**config.mk**
```make
export PLATFORM = sky130hd
export DESIGN_NAME = dual_motor_reply_frame_parser
export DESIGN_NICKNAME = d
export VERILOG_FILES = /design/src/hw/rtl/dmrfp_pkg.sv /design/src/hw/rtl/dual_motor_reply_frame_parser.sv
export SDC_FILE = /design/constraint.sdc
export NUM_CORES = 1
export LEC_CHECK = 0
export BUFFER_PORTS_ARGS = -buffer_cell sky130_fd_sc_hd__buf_2
export CORE_MARGIN = 2
export CORE_UTILIZATION = 60
export DETAILED_ROUTE_END_ITERATION = 10
export PLACE_DENSITY_LB_ADDON = 0.08
export SETUP_SLACK_MARGIN = 0.02
export SKIP_CTS_REPAIR_TIMING = 1
export SYNTH_ARGS = -nofsm -noshare
export SYNTH_HDL_FRONTEND = slang
export SYNTH_SLANG_ARGS = --single-unit
export TNS_END_PERCENT = 5
```
**constraint.sdc**
```tcl
create_clock -name clk -period 8.3 [get_ports clk]
set_input_delay 1.245 -clock clk [delete_from_list [all_inputs] [get_ports clk]]
set_output_delay 1.245 -clock clk [all_outputs]
set_load 0.005 [all_outputs]
```
**src/hw/rtl/dmrfp_pkg.sv**
```systemverilog
// ----------------------------------------------------------------------------
// dmrfp_pkg
// shared constants and the crc-16 byte step for the dual motor reply parser
// ----------------------------------------------------------------------------
package dmrfp_pkg;

  localparam int unsigned BYTE_W     = 8;
  localparam int unsigned SPEED_W    = 16;
  localparam int unsigned OUT_SPEED_W = 17;
  localparam int unsigned POS_W      = 4;
  localparam int unsigned CFG_IDX_W  = 2;
  localparam int unsigned CFG_DATA_W = 16;
  localparam int unsigned M_TDATA_W  = 40;

  // bytes of each sub-frame that the crc covers
  localparam logic [2:0] SUBFRAME_DATA_BYTES = 3'd6;

  localparam logic [15:0] CRC_INIT = 16'hFFFF;
  localparam logic [15:0] CRC_POLY = 16'hA001;

  localparam logic [7:0] HDR_FUNC = 8'h42;
  localparam logic [7:0] HDR_ZERO = 8'h00;
  localparam logic [7:0] HDR_LEN  = 8'h04;

  localparam logic [7:0]  RST_LEFT_ID   = 8'h01;
  localparam logic [7:0]  RST_RIGHT_ID  = 8'h02;
  localparam logic [15:0] RST_THRESHOLD = 16'd3600;

  // configuration register indexes
  localparam logic [CFG_IDX_W-1:0] REG_LEFT_ID   = 2'd0;
  localparam logic [CFG_IDX_W-1:0] REG_RIGHT_ID  = 2'd1;
  localparam logic [CFG_IDX_W-1:0] REG_THRESHOLD = 2'd2;

  // frame positions with a special meaning
  localparam logic [POS_W-1:0] POS_LEFT_ID    = 4'd0;
  localparam logic [POS_W-1:0] POS_LEFT_FUNC  = 4'd1;
  localparam logic [POS_W-1:0] POS_LEFT_ZERO  = 4'd2;
  localparam logic [POS_W-1:0] POS_LEFT_LEN   = 4'd3;
  localparam logic [POS_W-1:0] POS_LEFT_SPDH  = 4'd4;
  localparam logic [POS_W-1:0] POS_LEFT_SPDL  = 4'd5;
  localparam logic [POS_W-1:0] POS_LEFT_CRCL  = 4'd6;
  localparam logic [POS_W-1:0] POS_LEFT_CRCH  = 4'd7;
  localparam logic [POS_W-1:0] POS_RIGHT_ID   = 4'd8;
  localparam logic [POS_W-1:0] POS_RIGHT_FUNC = 4'd9;
  localparam logic [POS_W-1:0] POS_RIGHT_ZERO = 4'd10;
  localparam logic [POS_W-1:0] POS_RIGHT_LEN  = 4'd11;
  localparam logic [POS_W-1:0] POS_RIGHT_SPDH = 4'd12;
  localparam logic [POS_W-1:0] POS_RIGHT_SPDL = 4'd13;
  localparam logic [POS_W-1:0] POS_RIGHT_CRCL = 4'd14;
  localparam logic [POS_W-1:0] POS_RIGHT_CRCH = 4'd15;

  // modbus crc-16, reflected, one byte
  function automatic logic [15:0] crc16_byte(input logic [15:0] crc_in,
                                             input logic [7:0]  data);
    logic [15:0] c;
    c = crc_in ^ {8'h00, data};
    for (int k = 0; k < 8; k++) begin
      if (c[0]) begin
        c = (c >> 1) ^ CRC_POLY;
      end else begin
        c = c >> 1;
      end
    end
    return c;
  endfunction

endpackage

```
**src/hw/rtl/dual_motor_reply_frame_parser.sv**
```systemverilog
// ----------------------------------------------------------------------------
// dual_motor_reply_frame_parser
// receives 16-byte dual wheel replies, checks headers and crc per sub-frame,
// and reports both wheel speeds as signed values
// ----------------------------------------------------------------------------
//
//  channel   dir  tdata (lsb first)                                   tuser/tlast
//  s_*       in   rx_byte[7:0]                                        -
//  m_*       out  left_speed[16:0] right_speed[16:0] left_crc_ok      -
//                 right_crc_ok, 4 zero pad bits
//  cfg_*     in   index 0 left unit id, 1 right unit id, 2 threshold  -
//
// one byte per cycle sustained while results are taken: a byte goes into the input
// register, from there it runs through the header check and one crc byte step and
// updates the frame state; on the last byte of a frame the result register is loaded
// reset clears position, crc, stored speeds and both valid flags, and loads the register defaults
// a held result stalls the input register only; one more byte is still taken
//
module dual_motor_reply_frame_parser
  import dmrfp_pkg::*;
(
  input  logic                  clk,
  input  logic                  rst,
  input  logic                  s_tvalid,
  output logic                  s_tready,
  input  logic [BYTE_W-1:0]     s_tdata,    // rx_byte[7:0]
  output logic                  m_tvalid,
  input  logic                  m_tready,
  output logic [M_TDATA_W-1:0]  m_tdata,    // left_speed[16:0], right_speed[33:17],
                                            // left_crc_ok[34], right_crc_ok[35], zero pad
  input  logic                  cfg_wen,
  input  logic [CFG_IDX_W-1:0]  cfg_index,
  input  logic [CFG_DATA_W-1:0] cfg_wdata
);

  // configuration
  logic [7:0]  left_id;
  logic [7:0]  right_id;
  logic [15:0] threshold;

  always_ff @(posedge clk) begin
    if (rst) begin
      left_id   <= RST_LEFT_ID;
      right_id  <= RST_RIGHT_ID;
      threshold <= RST_THRESHOLD;
    end else if (cfg_wen) begin
      unique case (cfg_index)
        REG_LEFT_ID:   left_id   <= cfg_wdata[7:0];
        REG_RIGHT_ID:  right_id  <= cfg_wdata[7:0];
        REG_THRESHOLD: threshold <= cfg_wdata;
        default: ;
      endcase
    end
  end

  // input register
  logic              in_valid;
  logic [BYTE_W-1:0] in_byte;
  logic              advance;

  // input stage moves on when the result slot is free or being emptied
  assign advance  = in_valid && (!m_tvalid || m_tready);
  assign s_tready = !in_valid || advance;

  always_ff @(posedge clk) begin
    if (rst) begin
      in_valid <= 1'b0;
    end else if (s_tready) begin
      in_valid <= s_tvalid;
    end
  end

  always_ff @(posedge clk) begin
    if (s_tready && s_tvalid) begin
      in_byte <= s_tdata;
    end
  end

  // frame state
  logic [POS_W-1:0] pos;
  logic [15:0]      crc;
  logic             left_match;
  logic [7:0]       left_spd_hi, left_spd_lo, left_crc_lo;
  logic [7:0]       right_spd_hi, right_spd_lo, right_crc_lo;
  logic [15:0]      left_raw, right_raw;

  // header check for a given position
  function automatic logic hdr_ok(input logic [POS_W-1:0] p, input logic [7:0] b,
                                  input logic [7:0] lid, input logic [7:0] rid);
    logic ok;
    unique case (p)
      POS_LEFT_ID:                   ok = (b == lid);
      POS_RIGHT_ID:                  ok = (b == rid);
      POS_LEFT_FUNC, POS_RIGHT_FUNC: ok = (b == HDR_FUNC);
      POS_LEFT_ZERO, POS_RIGHT_ZERO: ok = (b == HDR_ZERO);
      POS_LEFT_LEN, POS_RIGHT_LEN:   ok = (b == HDR_LEN);
      default:                       ok = 1'b1;
    endcase
    return ok;
  endfunction

  logic             hdr_here;
  logic             drop;
  logic [POS_W-1:0] eff_pos;
  logic [2:0]       sub;
  logic [15:0]      crc_base;
  logic [15:0]      crc_next;
  logic             crc_match;
  logic             frame_done;
  logic             right_match;
  logic [15:0]      left_raw_next, right_raw_next;
  logic [OUT_SPEED_W-1:0] left_speed, right_speed, right_fwd;

  always_comb begin
    hdr_here = hdr_ok(pos, in_byte, left_id, right_id);
    // a bad header byte gets a second chance as the start of a new frame
    eff_pos  = hdr_here ? pos : POS_LEFT_ID;
    drop     = !hdr_here && (in_byte != left_id);
    sub      = eff_pos[2:0];
    crc_base = (sub == 3'd0) ? CRC_INIT : crc;
    crc_next = (sub < SUBFRAME_DATA_BYTES) ? crc16_byte(crc_base, in_byte) : crc_base;
    // crc high byte is the current one, low byte was stored one byte earlier
    crc_match = (in_byte == crc_next[15:8]) &&
                (((eff_pos == POS_LEFT_CRCH) ? left_crc_lo : right_crc_lo) == crc_next[7:0]);
    frame_done  = !drop && (eff_pos == POS_RIGHT_CRCH);
    right_match = crc_match;

    left_raw_next  = left_match  ? {left_spd_hi, left_spd_lo}   : left_raw;
    right_raw_next = right_match ? {right_spd_hi, right_spd_lo} : right_raw;

    // above threshold the raw value wraps negative
    left_speed  = {1'b0, left_raw_next} -
                  ((left_raw_next > threshold) ? 17'h10000 : 17'h00000);
    right_fwd   = {1'b0, right_raw_next} -
                  ((right_raw_next > threshold) ? 17'h10000 : 17'h00000);
    right_speed = 17'h00000 - right_fwd;
  end

  always_ff @(posedge clk) begin
    if (rst) begin
      pos        <= POS_LEFT_ID;
      crc        <= CRC_INIT;
      left_match <= 1'b0;
      left_raw   <= 16'h0000;
      right_raw  <= 16'h0000;
    end else if (advance) begin
      if (drop) begin
        pos <= POS_LEFT_ID;
      end else begin
        crc <= crc_next;
        if (frame_done) begin
          pos        <= POS_LEFT_ID;
          left_match <= 1'b0;
          left_raw   <= left_raw_next;
          right_raw  <= right_raw_next;
        end else begin
          pos <= eff_pos + 4'd1;
          if (eff_pos == POS_LEFT_CRCH) begin
            left_match <= crc_match;
          end
        end
      end
    end
  end

  // captured payload bytes of the frame
  always_ff @(posedge clk) begin
    if (advance && !drop) begin
      unique case (eff_pos)
        POS_LEFT_SPDH:  left_spd_hi  <= in_byte;
        POS_LEFT_SPDL:  left_spd_lo  <= in_byte;
        POS_LEFT_CRCL:  left_crc_lo  <= in_byte;
        POS_RIGHT_SPDH: right_spd_hi <= in_byte;
        POS_RIGHT_SPDL: right_spd_lo <= in_byte;
        POS_RIGHT_CRCL: right_crc_lo <= in_byte;
        default: ;
      endcase
    end
  end

  // result register
  always_ff @(posedge clk) begin
    if (rst) begin
      m_tvalid <= 1'b0;
    end else if (advance && frame_done) begin
      m_tvalid <= 1'b1;
    end else if (m_tready) begin
      m_tvalid <= 1'b0;
    end
  end

  always_ff @(posedge clk) begin
    if (advance && frame_done) begin
      m_tdata <= {4'b0000, right_match, left_match, right_speed, left_speed};
    end
  end

endmodule

```
======== After elaboration in Yosys (flattened, before gate mapping) ========
Index checks and enable logic that the tools add are counted.
storage, ports and cells
  logic and storage cells ................. 116
  input bits .............................. 31
  register bits ........................... 179
  output and inout port bits .............. 42
cells by class
  add/subtract/negate cells ............... 4
  eq/ne operators ......................... 24
  muxes and demuxes ....................... 23
  reduce and logical (&&, ||, !) cells .... 34
  bitwise operators ....................... 10
  magnitude comparators ................... 3
operator list
  kind                                                                    number
  16-bit 2-to-1 mux                                                       12
  17-bit 2-to-1 mux                                                       2
  16-bit by 17-bit subtractor with 17-bit output                          2
  4-bit equality test (second input constant)                             8
  8-bit equality test                                                     4
  16-bit greater-than comparator                                          2
  2-bit inverter with 3-bit output                                        8
  2-bit AND reduction                                                     10
  1-bit by 17-bit subtractor with 17-bit output (first input constant)    1
  4-bit by 3-bit equality test with 1-bit output (second input constant)  4
  16-bit by 8-bit XOR with 16-bit output                                  1
  4-bit 2-to-1 mux                                                        3
  4-bit by 2-bit equality test with 1-bit output (second input constant)  2
  8-bit by 3-bit equality test with 1-bit output (second input constant)  1
  8-bit by 7-bit equality test with 1-bit output (second input constant)  1
  8-bit logical NOT                                                       1
  8-bit 2-to-1 mux                                                        1
  8-bit inequality test                                                   1
  1-bit logical AND                                                       7
  3-bit AND reduction                                                     2
  2-bit OR reduction                                                      3
  1-bit one-hot mux with 5 select lines                                   1
  4-bit by 1-bit adder with 4-bit output (second input constant)          1
  4-bit by 1-bit equality test with 1-bit output (second input constant)  1
  11 further kinds                                                        19

======== Depth between registers and ports, before layout ========
Gate-level depths: netlist of run 1.
  depth after elaboration ................. 31
  mapped depth ............................ 34
  gate-level depth less buffers ........... 29

======== Worst setup path before layout of run 1 ========
OpenSTA, ideal clock, no wires.
  path type ............................... register to register
  start point ............................. register pos[3]
  end point ............................... register m_tdata[33], data pin
  data required time ...................... 8,038 ps
  path slack .............................. 1,869 ps
  path buffers ............................ 4
  cell stages (with the launch flop) ...... 33
  arrival time ............................ 6,169 ps
  period minus slack after synthesis ...... 6,431 ps
  cell sequence ........................... dfxtp_1 > nor2b_1 > nor3b_1 > a22oi_1 > xnor2_1 > or4_1 > o31ai_2 > nand2_1 > inv_1 > ha_1 > buf_2 > nand3b_1 > buf_2 > a221oi_1 > nor2_1 > nor4_1 > nand4_1 > nor3_1 > nand4_1 > buf_6 > inv_6 > buf_8 > mux2_4 > ha_1 > a21o_1 > a21o_1 > a211o_1 > a21o_1 > a21o_1 > a21oi_1 > o221ai_1 > o31ai_1 > xnor2_1
between the ends
  word-level cells in the longest chain between the ends .. 25
  elaborated cells between the ends (all ways) .. 44
RTL lines
  item                                                                                    RTL line                              RTL
  start: declaration                                                                      dual_motor_reply_frame_parser.sv:80   logic [POS_W-1:0] pos;
  start signal: assignment                                                                dual_motor_reply_frame_parser.sv:157  pos <= eff_pos + 4'd1;
  4-bit by 2-bit equality test with 1-bit output (tied with other cells)                  dual_motor_reply_frame_parser.sv:91   unique case (p)
  2-bit OR reduction                                                                      dual_motor_reply_frame_parser.sv:91
  1-bit one-hot mux with 5 select lines                                                   dual_motor_reply_frame_parser.sv:91
  4-bit 2-to-1 mux *                                                                      dual_motor_reply_frame_parser.sv:117  eff_pos = hdr_here ? pos : POS_LEFT_ID;
  3-bit logical NOT                                                                       dual_motor_reply_frame_parser.sv:120  crc_base = (sub == 3'd0) ? CRC_INIT : crc;
  16-bit 2-to-1 mux                                                                       dual_motor_reply_frame_parser.sv:120
  16-bit by 8-bit XOR with 16-bit output                                                  dmrfp_pkg.sv:56                       c = crc_in ^ {8'h00, data};
  2-bit inverter with 3-bit output (no source line) or 16-bit 2-to-1 mux (tied branches)  -
  [... 11 more ...]                                                                       -
  1-bit logical AND *                                                                     dual_motor_reply_frame_parser.sv:123  crc_match = (in_byte == crc_next[15:8]) &&
  16-bit 2-to-1 mux *                                                                     dual_motor_reply_frame_parser.sv:129  right_raw_next = right_match ? {right_spd_hi, right_spd_lo} : right_raw;
  net right_raw_next[2]                                                                   dual_motor_reply_frame_parser.sv:111  logic [15:0] left_raw_next, right_raw_next;
  16-bit greater-than comparator                                                          dual_motor_reply_frame_parser.sv:135  ((right_raw_next > threshold) ? 17'h10000 : 17'h00000);
  17-bit 2-to-1 mux                                                                       dual_motor_reply_frame_parser.sv:135
  16-bit by 17-bit subtractor with 17-bit output *                                        dual_motor_reply_frame_parser.sv:134  right_fwd = {1'b0, right_raw_next} -
  1-bit by 17-bit subtractor with 17-bit output *                                         dual_motor_reply_frame_parser.sv:136  right_speed = 17'h00000 - right_fwd;
  net right_speed[16]                                                                     dual_motor_reply_frame_parser.sv:112  logic [OUT_SPEED_W-1:0] left_speed, right_speed, right_fwd;
  end signal: assignment                                                                  dual_motor_reply_frame_parser.sv:194  m_tdata <= {4'b0000, right_match, left_match, right_speed, left_speed};
  end: declaration                                                                        dual_motor_reply_frame_parser.sv:29   output logic [M_TDATA_W-1:0] m_tdata,
The timed path passes the listed nets; every way through them passes the cells marked *.
A chain may end at the register's enable or synchronous reset.

======== Worst setup path in the final report of run 1 ========
Ends and elaborated chain as after synthesis.

==> metrics.txt, run 1 <==
# TYPE chip_impl_metric gauge
chip_impl_info{name="outcome",value="completed"} 1
chip_impl_metric{name="first_global_vias",unit=""} 6562
chip_impl_info{name="grt_setup_unrepaired",value="no"} 1
chip_impl_metric{name="vdd.ir_drop.worst",unit="mV"} 0.1530
chip_impl_metric{name="clock_tree.buffer_depth",unit=""} 2
chip_impl_metric{name="min_period_over_period",unit=""} 0.9132
chip_impl_metric{name="synth.cell_area",unit="sq um"} 9264
chip_impl_metric{name="cap_violations",unit=""} 0
chip_impl_metric{name="post_dp_hpwl",unit="mm"} 15.08
chip_impl_metric{name="worst_clock_skew",unit="ns"} 0.006575
chip_impl_metric{name="synth_enable_flop_cells",unit=""} 92
chip_impl_info{name="cts_tree",value="built"} 1
chip_impl_metric{name="floorplan.initialDensity",unit=""} 0.6116
chip_impl_metric{name="h_tree_levels",unit=""} 4
chip_impl_metric{name="post-route-drc-count",unit=""} 0
chip_impl_metric{name="first_pass_grt_wire_length",unit="mm"} 34.44
chip_impl_metric{name="postSynthRegisterBits",unit=""} 179
chip_impl_metric{name="die_h",unit="microns"} 128.3
chip_impl_metric{name="netlist-cell-type-count",unit=""} 73
chip_impl_info{name="critical_path.endpoint_type",value="register"} 1
chip_impl_metric{name="power.static_leakage",unit="uW"} 0.004280
chip_impl_metric{name="dp.cells",unit=""} 1094
chip_impl_metric{name="timing.critical_path.slowest_cell_delay",unit="ns"} 0.56
chip_impl_metric{name="slew-limit-headroom",unit=""} 0.4096
chip_impl_metric{name="met3_length",unit="mm"} 1.245
chip_impl_metric{name="ioPinCount",unit=""} 73
chip_impl_metric{name="clk_transition_reported_paths",unit="ns"} 0.06
chip_impl_metric{name="synthDominantCellAreaShare",unit=""} 0.2982
chip_impl_metric{name="timing.final.hold_violations",unit=""} 0
chip_impl_metric{name="layout.nets",unit=""} 995
chip_impl_metric{name="drt_iter0_markers",unit=""} 570
chip_impl_info{name="yosys.area.top_type",value="edfxtp_1"} 1
chip_impl_metric{name="vias_per_cell",unit=""} 6.033
chip_impl_metric{name="slew_viol_final",unit=""} 0
chip_impl_metric{name="detailedRoute.firstPassIterationCount",unit=""} 5
chip_impl_info{name="synth.top_cells.by_area",value="edfxtp_1 30%, dfxtp_1 19%, ha_1 5.0%"} 1
chip_impl_metric{name="design.die.area",unit="sq um"} 16450
chip_impl_metric{name="period_minus_slack",unit="ns"} 7.580
chip_impl_info{name="startpoint_type",value="register"} 1
chip_impl_info{name="critPathMostFrequentCell",value="a21o_1"} 1
chip_impl_metric{name="reg2reg_depth",unit=""} 30
chip_impl_metric{name="cp.required",unit="ns"} 8.48
chip_impl_metric{name="routed-wl-met2",unit="mm"} 10.72
chip_impl_metric{name="port_buffers",unit=""} 68
chip_impl_metric{name="seq_area_frac_synth",unit=""} 0.4862
chip_impl_metric{name="groute.usage.overall",unit=""} 0.2769
chip_impl_metric{name="flow.area_growth_from_synthesis",unit="%"} 10.75
chip_impl_metric{name="ant_nets",unit=""} 0
chip_impl_info{name="postSynth.topFlopCell",value="edfxtp_1"} 1
chip_impl_metric{name="numCtsBuffers",unit=""} 17
chip_impl_info{name="yosys-top-cells-count",value="95 x nand2_1, 92 x edfxtp_1, 87 x dfxtp_1, 59 x a21oi_1, 58 x nor2_1"} 1
chip_impl_metric{name="synth_cells",unit=""} 881
chip_impl_metric{name="synth-warning-count",unit=""} 0
chip_impl_metric{name="wirelength",unit="mm"} 21.91
chip_impl_metric{name="holdPathStages",unit=""} 2
chip_impl_metric{name="core.rowCount",unit=""} 45
chip_impl_metric{name="num_vias",unit=""} 6805
chip_impl_metric{name="setup_viol_count_final",unit=""} 0
chip_impl_metric{name="drive_gt1_frac",unit=""} 0.1734
chip_impl_metric{name="antenna_violations_before_repair",unit=""} 0
chip_impl_metric{name="insertion_delay",unit="ns"} 0.43
chip_impl_metric{name="fin_tns_setup",unit="ns"} 0
chip_impl_metric{name="tightest_slew",unit="ns"} 0.8856
chip_impl_metric{name="clock_sinks",unit=""} 179
chip_impl_info{name="cts_root_buf",value="clkbuf_16"} 1
chip_impl_metric{name="instances_no_fill",unit=""} 1128
chip_impl_metric{name="grt_max_degree",unit=""} 67
chip_impl_metric{name="core_region_area",unit="sq um"} 15150
chip_impl_metric{name="cp_max_fo",unit=""} 35
chip_impl_metric{name="num_antenna_cells",unit=""} 0
chip_impl_info{name="highest_layer",value="met4"} 1
chip_impl_info{name="cpMaxStageDelayCell",value="dfxtp_1"} 1
chip_impl_metric{name="postSynthAreaPerCell",unit="sq um"} 10.52
chip_impl_metric{name="arrival",unit="ns"} 7.76
chip_impl_metric{name="fmax",unit="MHz"} 131.9
chip_impl_info{name="path_class",value="register to register"} 1
chip_impl_metric{name="routed_wire_length_per_instance",unit="microns"} 19.42
chip_impl_metric{name="die_x",unit="microns"} 128.3
chip_impl_metric{name="wl_met1",unit="mm"} 9.009
chip_impl_info{name="post-synth-top-count-cell",value="nand2_1"} 1
chip_impl_metric{name="power_density",unit="nW/um^2"} 187.1
chip_impl_metric{name="gr-total-overflow",unit=""} 0
chip_impl_info{name="min-delay-path-class",value="register to register"} 1
chip_impl_metric{name="async_flop_share",unit=""} 0
chip_impl_metric{name="design_power_total",unit="uW"} 1920
chip_impl_metric{name="finalWeightedCongestion",unit=""} 0.9184
## layout make-up
class,count,area (sq um)
inverter,27,106.4
tap,188,235.2
fill,1148,4886
multi-input combinational,622,4373
sequential,179,4506
clock buffer,20,456.7
clock inverter,12,152.6
timing repair buffer,80,430.4
## where the power goes
group / leakage [uW] / switching [uW] / internal (uW) / total [uW]
logic: 0.00243 / 78.8 / 58.0 / 137
registers: 0.00155 / 17.3 / 937 / 954
clock network: 0.000297 / 339 / 490 / 829
## state kept, by name (all words and copies together), names as in the netlist, 16 cells and up
name	flops
crc	16
left_raw	16
m_tdata	36
right_raw	16
threshold	16
## logic make-up after synthesis
group           synth area share
flops                     0.4862
buf+inv                  0.04349
fa+ha+maj                0.04997
simple gates              0.1356
other cells            0.0004048
xor+xnor                 0.08833
compound gates            0.1102
mux                      0.08576
## cell usage in the layout (no fill, tap or decap), types with 6 or more instances in the layout
cell / netlist / layout
a22oi_1: 7 / 7
o211ai_1: 14 / 14
nand3_1: 22 / 22
a21oi_1: 59 / 59
buf_2: 11 / 68
inv_1: 25 / 25
mux2i_1: 40 / 40
nand3b_1: 6 / 6
xnor2_1: 43 / 43
and3_1: 6 / 6
xor2_1: 32 / 32
a21o_1: 12 / 12
clkbuf_16: 0 / 17
mux2_2: 24 / 24
nand4_1: 13 / 13
o21ai_0: 28 / 28
buf_4: 8 / 12
or3_1: 8 / 8
nor2_1: 58 / 58
nor3_1: 16 / 16
and2_1: 7 / 7
ha_1: 37 / 37
mux2_4: 6 / 6
edfxtp_1: 92 / 92
dfxtp_1: 87 / 86
nor2b_1: 8 / 8
nand2_1: 95 / 95
## through the flow
step	cell area [sq um]	hold WS (ns)	utilization	worst slack (ns)
6_report	10260	0.4563	0.6774	0.7200
5_1_grt	10260	0.4778	0.6774	0.1937
4_1_cts	10240	0.4571	0.6760	0.2870
3_5_place_dp	9629	0.4485	0.6358	0.3851
3_3_place_gp	9629	0.4389	0.6358	0.8858
2_1_floorplan	9275	0.4064	-	1.869
## worst max-delay path, delay by kind of cell, from the launching register on
family | cells | cell delay, ns
AO/OA/AOI/OAI | 11 | 2.23
multiplexers | 1 | 0.41
flip-flops | 1 | 0.56
XOR/XNOR | 2 | 0.25
adder cells (fa/ha/maj) | 2 | 0.49
buffers and inverters | 4 | 0.78
AND/OR/NAND/NOR | 10 | 2.59
## per-layer routing
metal  vias up  track usage
li1       3217            -
met1      3280       0.3414
met2       250       0.4606
met3        58      0.04883
met4         0       0.1558
met5         -            0
## final timing paths
kind,from,to,slack [ns]
hold reg to reg,left_raw[3],left_raw[3],0.46
setup reg to reg,pos[3],m_tdata[33],0.72
hold / removal,left_raw[3],left_raw[3],0.46
setup / recovery,pos[3],m_tdata[33],0.72
Power figures use the tool's default switching activity.
==> inputs of run 2 (changes only) <==
Settings changed: CORE_UTILIZATION 60 to 62, CTS_BUF_LIST set to sky130_fd_sc_hd__clkbuf_8.
==> run 2 against run 1 <==
  * Total power decreased by 9.1%
  * Combinational power rose by 8%
  * First-iteration DRC count grew 4.2%
  * Setup slack lost 0.10 ns
  * Critical path depth decreased by 3
  * Via count increased by 0.75%
  * Largest cell class unchanged
==> metrics.txt, run 2 (synthesis results as in run 1) <==
# TYPE chip_impl_metric gauge
chip_impl_metric{name="ant_nets",unit=""} 0
chip_impl_info{name="grt_setup_unrepaired",value="no"} 1
chip_impl_metric{name="cp_max_fo",unit=""} 35
chip_impl_metric{name="wirelength",unit="mm"} 22.26
chip_impl_metric{name="die_h",unit="microns"} 126.2
chip_impl_info{name="path_class",value="register to register"} 1
chip_impl_metric{name="post_placement_setup_slack",unit="ns"} 0.5980
chip_impl_metric{name="num_vias",unit=""} 6856
chip_impl_metric{name="post-route-drc-count",unit=""} 0
chip_impl_metric{name="routed_wire_length_per_instance",unit="microns"} 19.78
chip_impl_metric{name="grt_max_degree",unit=""} 67
chip_impl_metric{name="antenna_violations_before_repair",unit=""} 0
chip_impl_info{name="cts_root_buf",value="clkbuf_8"} 1
chip_impl_metric{name="power.share.switching",unit=""} 0.2386
chip_impl_metric{name="slew-limit-headroom",unit=""} 0.3942
chip_impl_metric{name="min_period_over_period",unit=""} 0.9256
chip_impl_metric{name="drive_gt1_frac",unit=""} 0.1722
chip_impl_metric{name="design_power_total",unit="uW"} 1746
chip_impl_metric{name="detailedRoute.firstPassIterationCount",unit=""} 6
chip_impl_metric{name="finalWeightedCongestion",unit=""} 0.9401
chip_impl_info{name="cpMaxStageDelayCell",value="dfxtp_1"} 1
chip_impl_metric{name="clock_share_of_power",unit=""} 0.374
chip_impl_metric{name="num_antenna_cells",unit=""} 0
chip_impl_metric{name="layout.nets",unit=""} 996
chip_impl_metric{name="core_region_area",unit="sq um"} 14590
chip_impl_metric{name="vdd.ir_drop.worst",unit="mV"} 0.09143
chip_impl_metric{name="setup.reg_to_reg.worst_slack",unit="ns"} 0.62
chip_impl_metric{name="design.die.area",unit="sq um"} 15940
chip_impl_metric{name="groute.usage.overall",unit=""} 0.2847
chip_impl_metric{name="slew_viol_final",unit=""} 0
chip_impl_metric{name="dp.cells",unit=""} 1093
chip_impl_metric{name="fmax",unit="MHz"} 130.2
chip_impl_metric{name="cp.required",unit="ns"} 8.51
chip_impl_info{name="critPathMostFrequentCell",value="a21o_1"} 1
chip_impl_metric{name="clock_sinks",unit=""} 179
chip_impl_metric{name="core.rowCount",unit=""} 44
chip_impl_metric{name="largest_register_ff_count",unit=""} 36
chip_impl_metric{name="h_tree_levels",unit=""} 4
chip_impl_metric{name="vias_per_cell",unit=""} 6.094
chip_impl_info{name="critical_path.endpoint_type",value="register"} 1
chip_impl_metric{name="instances_no_fill",unit=""} 1125
chip_impl_metric{name="cell_internal_pwr",unit="uW"} 1329
chip_impl_metric{name="pwr-share-comb",unit=""} 0.084
chip_impl_metric{name="clock_tree.buffer_depth",unit=""} 2
chip_impl_metric{name="timing.final.hold_violations",unit=""} 0
chip_impl_metric{name="first_global_vias",unit=""} 6653
chip_impl_metric{name="port_buffers",unit=""} 68
chip_impl_metric{name="worst_clock_skew",unit="ns"} 0.01063
chip_impl_metric{name="floorplan.initialDensity",unit=""} 0.6350
chip_impl_info{name="most_flops_register",value="m_tdata"} 1
chip_impl_metric{name="die_x",unit="microns"} 126.2
chip_impl_info{name="startpoint_type",value="register"} 1
chip_impl_info{name="min-delay-path-class",value="register to register"} 1
chip_impl_metric{name="post_dp_hpwl",unit="mm"} 15.54
chip_impl_metric{name="numCtsBuffers",unit=""} 17
chip_impl_metric{name="arrival",unit="ns"} 7.89
chip_impl_metric{name="timing.critical_path.slowest_cell_delay",unit="ns"} 0.75
chip_impl_metric{name="gr-total-overflow",unit=""} 0
chip_impl_metric{name="pwr-share-seq",unit=""} 0.542
chip_impl_metric{name="insertion_delay",unit="ns"} 0.46
chip_impl_metric{name="ioPinCount",unit=""} 73
chip_impl_metric{name="clk_transition_reported_paths",unit="ns"} 0.09
chip_impl_metric{name="net_switching_component_of_the_power",unit="uW"} 416.5
chip_impl_metric{name="fin_tns_setup",unit="ns"} 0
chip_impl_metric{name="flow.area_growth_from_synthesis",unit="%"} 8.873
chip_impl_metric{name="cap_violations",unit=""} 0
chip_impl_metric{name="setup_viol_count_final",unit=""} 0
chip_impl_metric{name="utilization_after_layout",unit=""} 0.6913
chip_impl_info{name="final_common_cell",value="nand2_1"} 1
chip_impl_metric{name="power.static_leakage",unit="uW"} 0.004202
chip_impl_info{name="cts_tree",value="built"} 1
chip_impl_metric{name="period_minus_slack",unit="ns"} 7.683
chip_impl_metric{name="drt_iter0_markers",unit=""} 594
chip_impl_info{name="outcome",value="completed"} 1
chip_impl_metric{name="tightest_slew",unit="ns"} 0.9074
chip_impl_metric{name="power_density",unit="nW/um^2"} 173.1
chip_impl_metric{name="finalWorstSetupSlack",unit="ns"} 0.6173
chip_impl_info{name="layout_common_cells",value="95 x nand2_1, 92 x edfxtp_1, 87 x dfxtp_1"} 1
chip_impl_metric{name="first_pass_grt_wire_length",unit="mm"} 35.36
==> run 2: final timing paths <==
path	from	endpoint	depth (start not counted)
worst max-delay path	pos[2]	m_tdata[33]	27
worst min-delay path	left_raw[1]	left_raw[1]	2
worst max register to register	pos[2]	m_tdata[33]	27
worst min register to register	left_raw[1]	left_raw[1]	2
==> run 2: per-layer routing <==
| layer | up-vias | GRT usage | wire, microns |
|---|---|---|---|
| li1 | 3236 | - | - |
| met5 | - | 0 | 0 |
| met4 | 0 | 0.1235 | 720 |
| met3 | 55 | 0.04418 | 1104 |
| met1 | 3321 | 0.3690 | 9510 |
| met2 | 244 | 0.4763 | 10920 |
==> run 2: through the flow <==
step	area (sq um)	hold slack, ns
after CTS	10080	0.4596
after detailed placement	9647	0.4472
after floorplan	9275	0.4064
after global routing	10090	0.4809
after global placement	9647	0.4390
final	10090	0.4581
==> run 2: power by group through the flow <==
stage / clock network (uW) / logic [uW] / registers, uW
4_1_cts: 658 / 146 / 946
3_3_place_gp: 0 / 139 / 967
2_1_floorplan: 0 / 107 / 962
3_5_place_dp: 0 / 142 / 967
6_report: 652 / 148 / 946
5_1_grt: 692 / 160 / 947
==> run 2: critical path, delay by kind of cell, from the launching register on <==
kind | cells | cell delay (ns)
buf+inv | 2 | 0.46
simple gates | 6 | 1.83
xor+xnor | 3 | 0.43
flops | 1 | 0.75
mux | 2 | 0.76
compound gates | 12 | 2.54
fa+ha+maj | 2 | 0.61
==> run 2: area by class of cell <==
class	instances	area (sq um)
Tap cell	184	230.2
Inverter	27	106.4
Multi-Input combinational cell	622	4373
Clock buffer	18	247.7
Timing Repair Buffer	81	437.9
Fill cell	1111	4503
Sequential cell	179	4504
Clock inverter	14	186.4
==> inputs of run 3 (changes only) <==
Settings changed: CELL_PAD_IN_SITES_DETAIL_PLACEMENT set to 0, CELL_PAD_IN_SITES_GLOBAL_PLACEMENT set to 2, CORE_ASPECT_RATIO set to 0.8, CORE_UTILIZATION 62 to 41.
==> run 3 against run 2 <==
  * Largest power group unchanged
  * Sequential power up 0.5%
  * Routed wire length up 15%
  * Highest routed layer unchanged
  * Clock power up 8.4%
  * Die area up 49%
  * Cell area up 2.1%
==> metrics.txt, run 3 (synthesis results as in run 1) <==
# TYPE chip_impl_metric gauge
chip_impl_metric{name="cp_max_fo",unit=""} 16
chip_impl_metric{name="drive_gt1_frac",unit=""} 0.1755
chip_impl_metric{name="layout.nets",unit=""} 1001
chip_impl_metric{name="cp.required",unit="ns"} 8.51
chip_impl_info{name="min-delay-path-class",value="register to register"} 1
chip_impl_metric{name="ant_nets",unit=""} 0
chip_impl_metric{name="drt_iter0_markers",unit=""} 467
chip_impl_metric{name="timing.final.hold_violations",unit=""} 0
chip_impl_info{name="path_class",value="register to register"} 1
chip_impl_metric{name="h_tree_levels",unit=""} 4
chip_impl_metric{name="routed_wire_length_per_instance",unit="microns"} 20.51
chip_impl_metric{name="design_power_total",unit="uW"} 1805
chip_impl_metric{name="grt_max_degree",unit=""} 67
chip_impl_metric{name="die_x",unit="microns"} 172.1
chip_impl_metric{name="detailedRoute.firstPassIterationCount",unit=""} 5
chip_impl_metric{name="floorplan.initialDensity",unit=""} 0.4151
chip_impl_metric{name="wirelength",unit="mm"} 25.70
chip_impl_info{name="final_common_cell",value="nand2_1"} 1
chip_impl_info{name="outcome",value="completed"} 1
chip_impl_metric{name="ioPinCount",unit=""} 73
chip_impl_metric{name="clock_sinks",unit=""} 179
chip_impl_metric{name="antenna_violations_before_repair",unit=""} 1
chip_impl_metric{name="first_global_vias",unit=""} 6548
chip_impl_info{name="startpoint_type",value="register"} 1
chip_impl_metric{name="gr-total-overflow",unit=""} 0
chip_impl_metric{name="die_h",unit="microns"} 138.4
chip_impl_metric{name="setup_viol_count_final",unit=""} 0
chip_impl_metric{name="slew-limit-headroom",unit=""} 0.3827
chip_impl_metric{name="insertion_delay",unit="ns"} 0.47
chip_impl_info{name="layout_common_cells",value="95 x nand2_1, 92 x edfxtp_1, 87 x dfxtp_1"} 1
chip_impl_metric{name="post_dp_hpwl",unit="mm"} 18.13
chip_impl_info{name="cts_tree",value="built"} 1
chip_impl_metric{name="slew_viol_final",unit=""} 0
chip_impl_info{name="critical_path.endpoint_type",value="register"} 1
chip_impl_metric{name="vias_per_cell",unit=""} 5.356
chip_impl_info{name="cts_root_buf",value="clkbuf_8"} 1
chip_impl_metric{name="port_buffers",unit=""} 68
chip_impl_metric{name="num_vias",unit=""} 6711
chip_impl_metric{name="fill_cells",unit=""} 2149
chip_impl_metric{name="arrival",unit="ns"} 7.80
chip_impl_metric{name="largest_register_ff_count",unit=""} 36
chip_impl_metric{name="numCtsBuffers",unit=""} 17
chip_impl_metric{name="design.die.area",unit="sq um"} 23820
chip_impl_metric{name="fmax",unit="MHz"} 131.8
chip_impl_metric{name="min_period_over_period",unit=""} 0.9144
chip_impl_metric{name="vdd.ir_drop.worst",unit="mV"} 0.07689
chip_impl_metric{name="power_density",unit="nW/um^2"} 175.3
chip_impl_metric{name="cap_violations",unit=""} 0
chip_impl_info{name="grt_setup_unrepaired",value="no"} 1
chip_impl_metric{name="clk_transition_reported_paths",unit="ns"} 0.10
chip_impl_metric{name="power.static_leakage",unit="uW"} 0.004243
chip_impl_info{name="most_flops_register",value="m_tdata"} 1
chip_impl_metric{name="post-route-drc-count",unit=""} 0
chip_impl_metric{name="core_region_area",unit="sq um"} 22320
chip_impl_metric{name="period_minus_slack",unit="ns"} 7.590
chip_impl_metric{name="hold_ws",unit="ns"} 0.4560
chip_impl_metric{name="groute.usage.overall",unit=""} 0.2225
chip_impl_metric{name="core.rowCount",unit=""} 49
chip_impl_metric{name="flow.area_growth_from_synthesis",unit="%"} 11.17
chip_impl_metric{name="worst_clock_skew",unit="ns"} 0.01884
chip_impl_metric{name="tightest_slew",unit="ns"} 0.9247
chip_impl_metric{name="finalWeightedCongestion",unit=""} 0.8441
chip_impl_metric{name="first_pass_grt_wire_length",unit="mm"} 39.68
chip_impl_metric{name="clock_tree.buffer_depth",unit=""} 2
chip_impl_metric{name="fin_tns_setup",unit="ns"} 0
run 3: cell count changes in the layout (fill, tap and decap cells not counted), sizes merged:
cell,delta
buf,+5
inv,+4
clkinvlp,-3
bufinv,+1
clkbuf,-1
clkinv,-1
diode,+1
run 3: through the flow:
step	util	cells	instance area (sq um)	worst slack (ns)
2_1_floorplan	-	884	9275	1.869
3_3_place_gp	0.4398	1217	9814	0.8906
3_5_place_dp	0.4398	1217	9814	0.6734
4_1_cts	0.4604	1249	10270	0.6133
5_1_grt	0.4614	1252	10300	0.1975
6_report	0.4615	1253	10300	0.7104
run 3: worst max-delay path: stages, from the launching register on:
cell and delay, ns:
dfxtp_1 0.57, nor2b_1 0.24, nor3b_1 0.51, a22oi_1 0.18, xnor2_1 0.16, or4_1 0.54
o31ai_2 0.45, nand2_1 0.21, ha_1 0.31, and2b_1 0.38, or3_1 0.46, a31oi_1 0.23
xor2_1 0.18, nand4_1 0.15, nor3_1 0.21, nand4_1 0.28, inv_6 0.18, mux2_4 0.33
ha_1 0.29, a21o_1 0.17, a21o_1 0.17, a211o_1 0.29, a21o_1 0.18, a21o_1 0.18
a21oi_1 0.15, o221ai_1 0.11, o31ai_1 0.11, xnor2_1 0.10
run 3: metal layers:
metal	vias to the layer above	global-route usage	routed length, microns
met1	3289	0.3363	12910
li1	3235	-	-
met5	-	0	0
met3	18	0.03922	1314
met2	169	0.3274	11160
met4	0	0.05838	308
run 3: final timing paths:
| kind | to | slack (ns) | start | depth (start not counted) |
|---|---|---|---|---|
| setup / recovery | m_tdata[33] | 0.71 | pos[3] | 27 |
| hold / removal | left_raw[12] | 0.46 | left_raw[12] | 2 |
| setup reg to reg | m_tdata[33] | 0.71 | pos[3] | 27 |
| hold reg to reg | left_raw[12] | 0.46 | left_raw[12] | 2 |
run 3: cell type report:
type	count	area [sq um]	share of cell area
inverter	27	106.4	0.01033
clock buffer	17	234.0	0.02272
multi-input combinational	622	4368	0.4241
antenna	1	2.502	0.0002430
clock inverter	15	225.2	0.02187
timing repair buffer	86	475.5	0.04617
tap	306	382.9	0.03718
sequential	179	4504	0.4374
run 3: report_power, final:
group	internal [uW]	switching [uW]
combinational	59.8	87.0
sequential	936	15.5
clock	363	344
total	1360	446
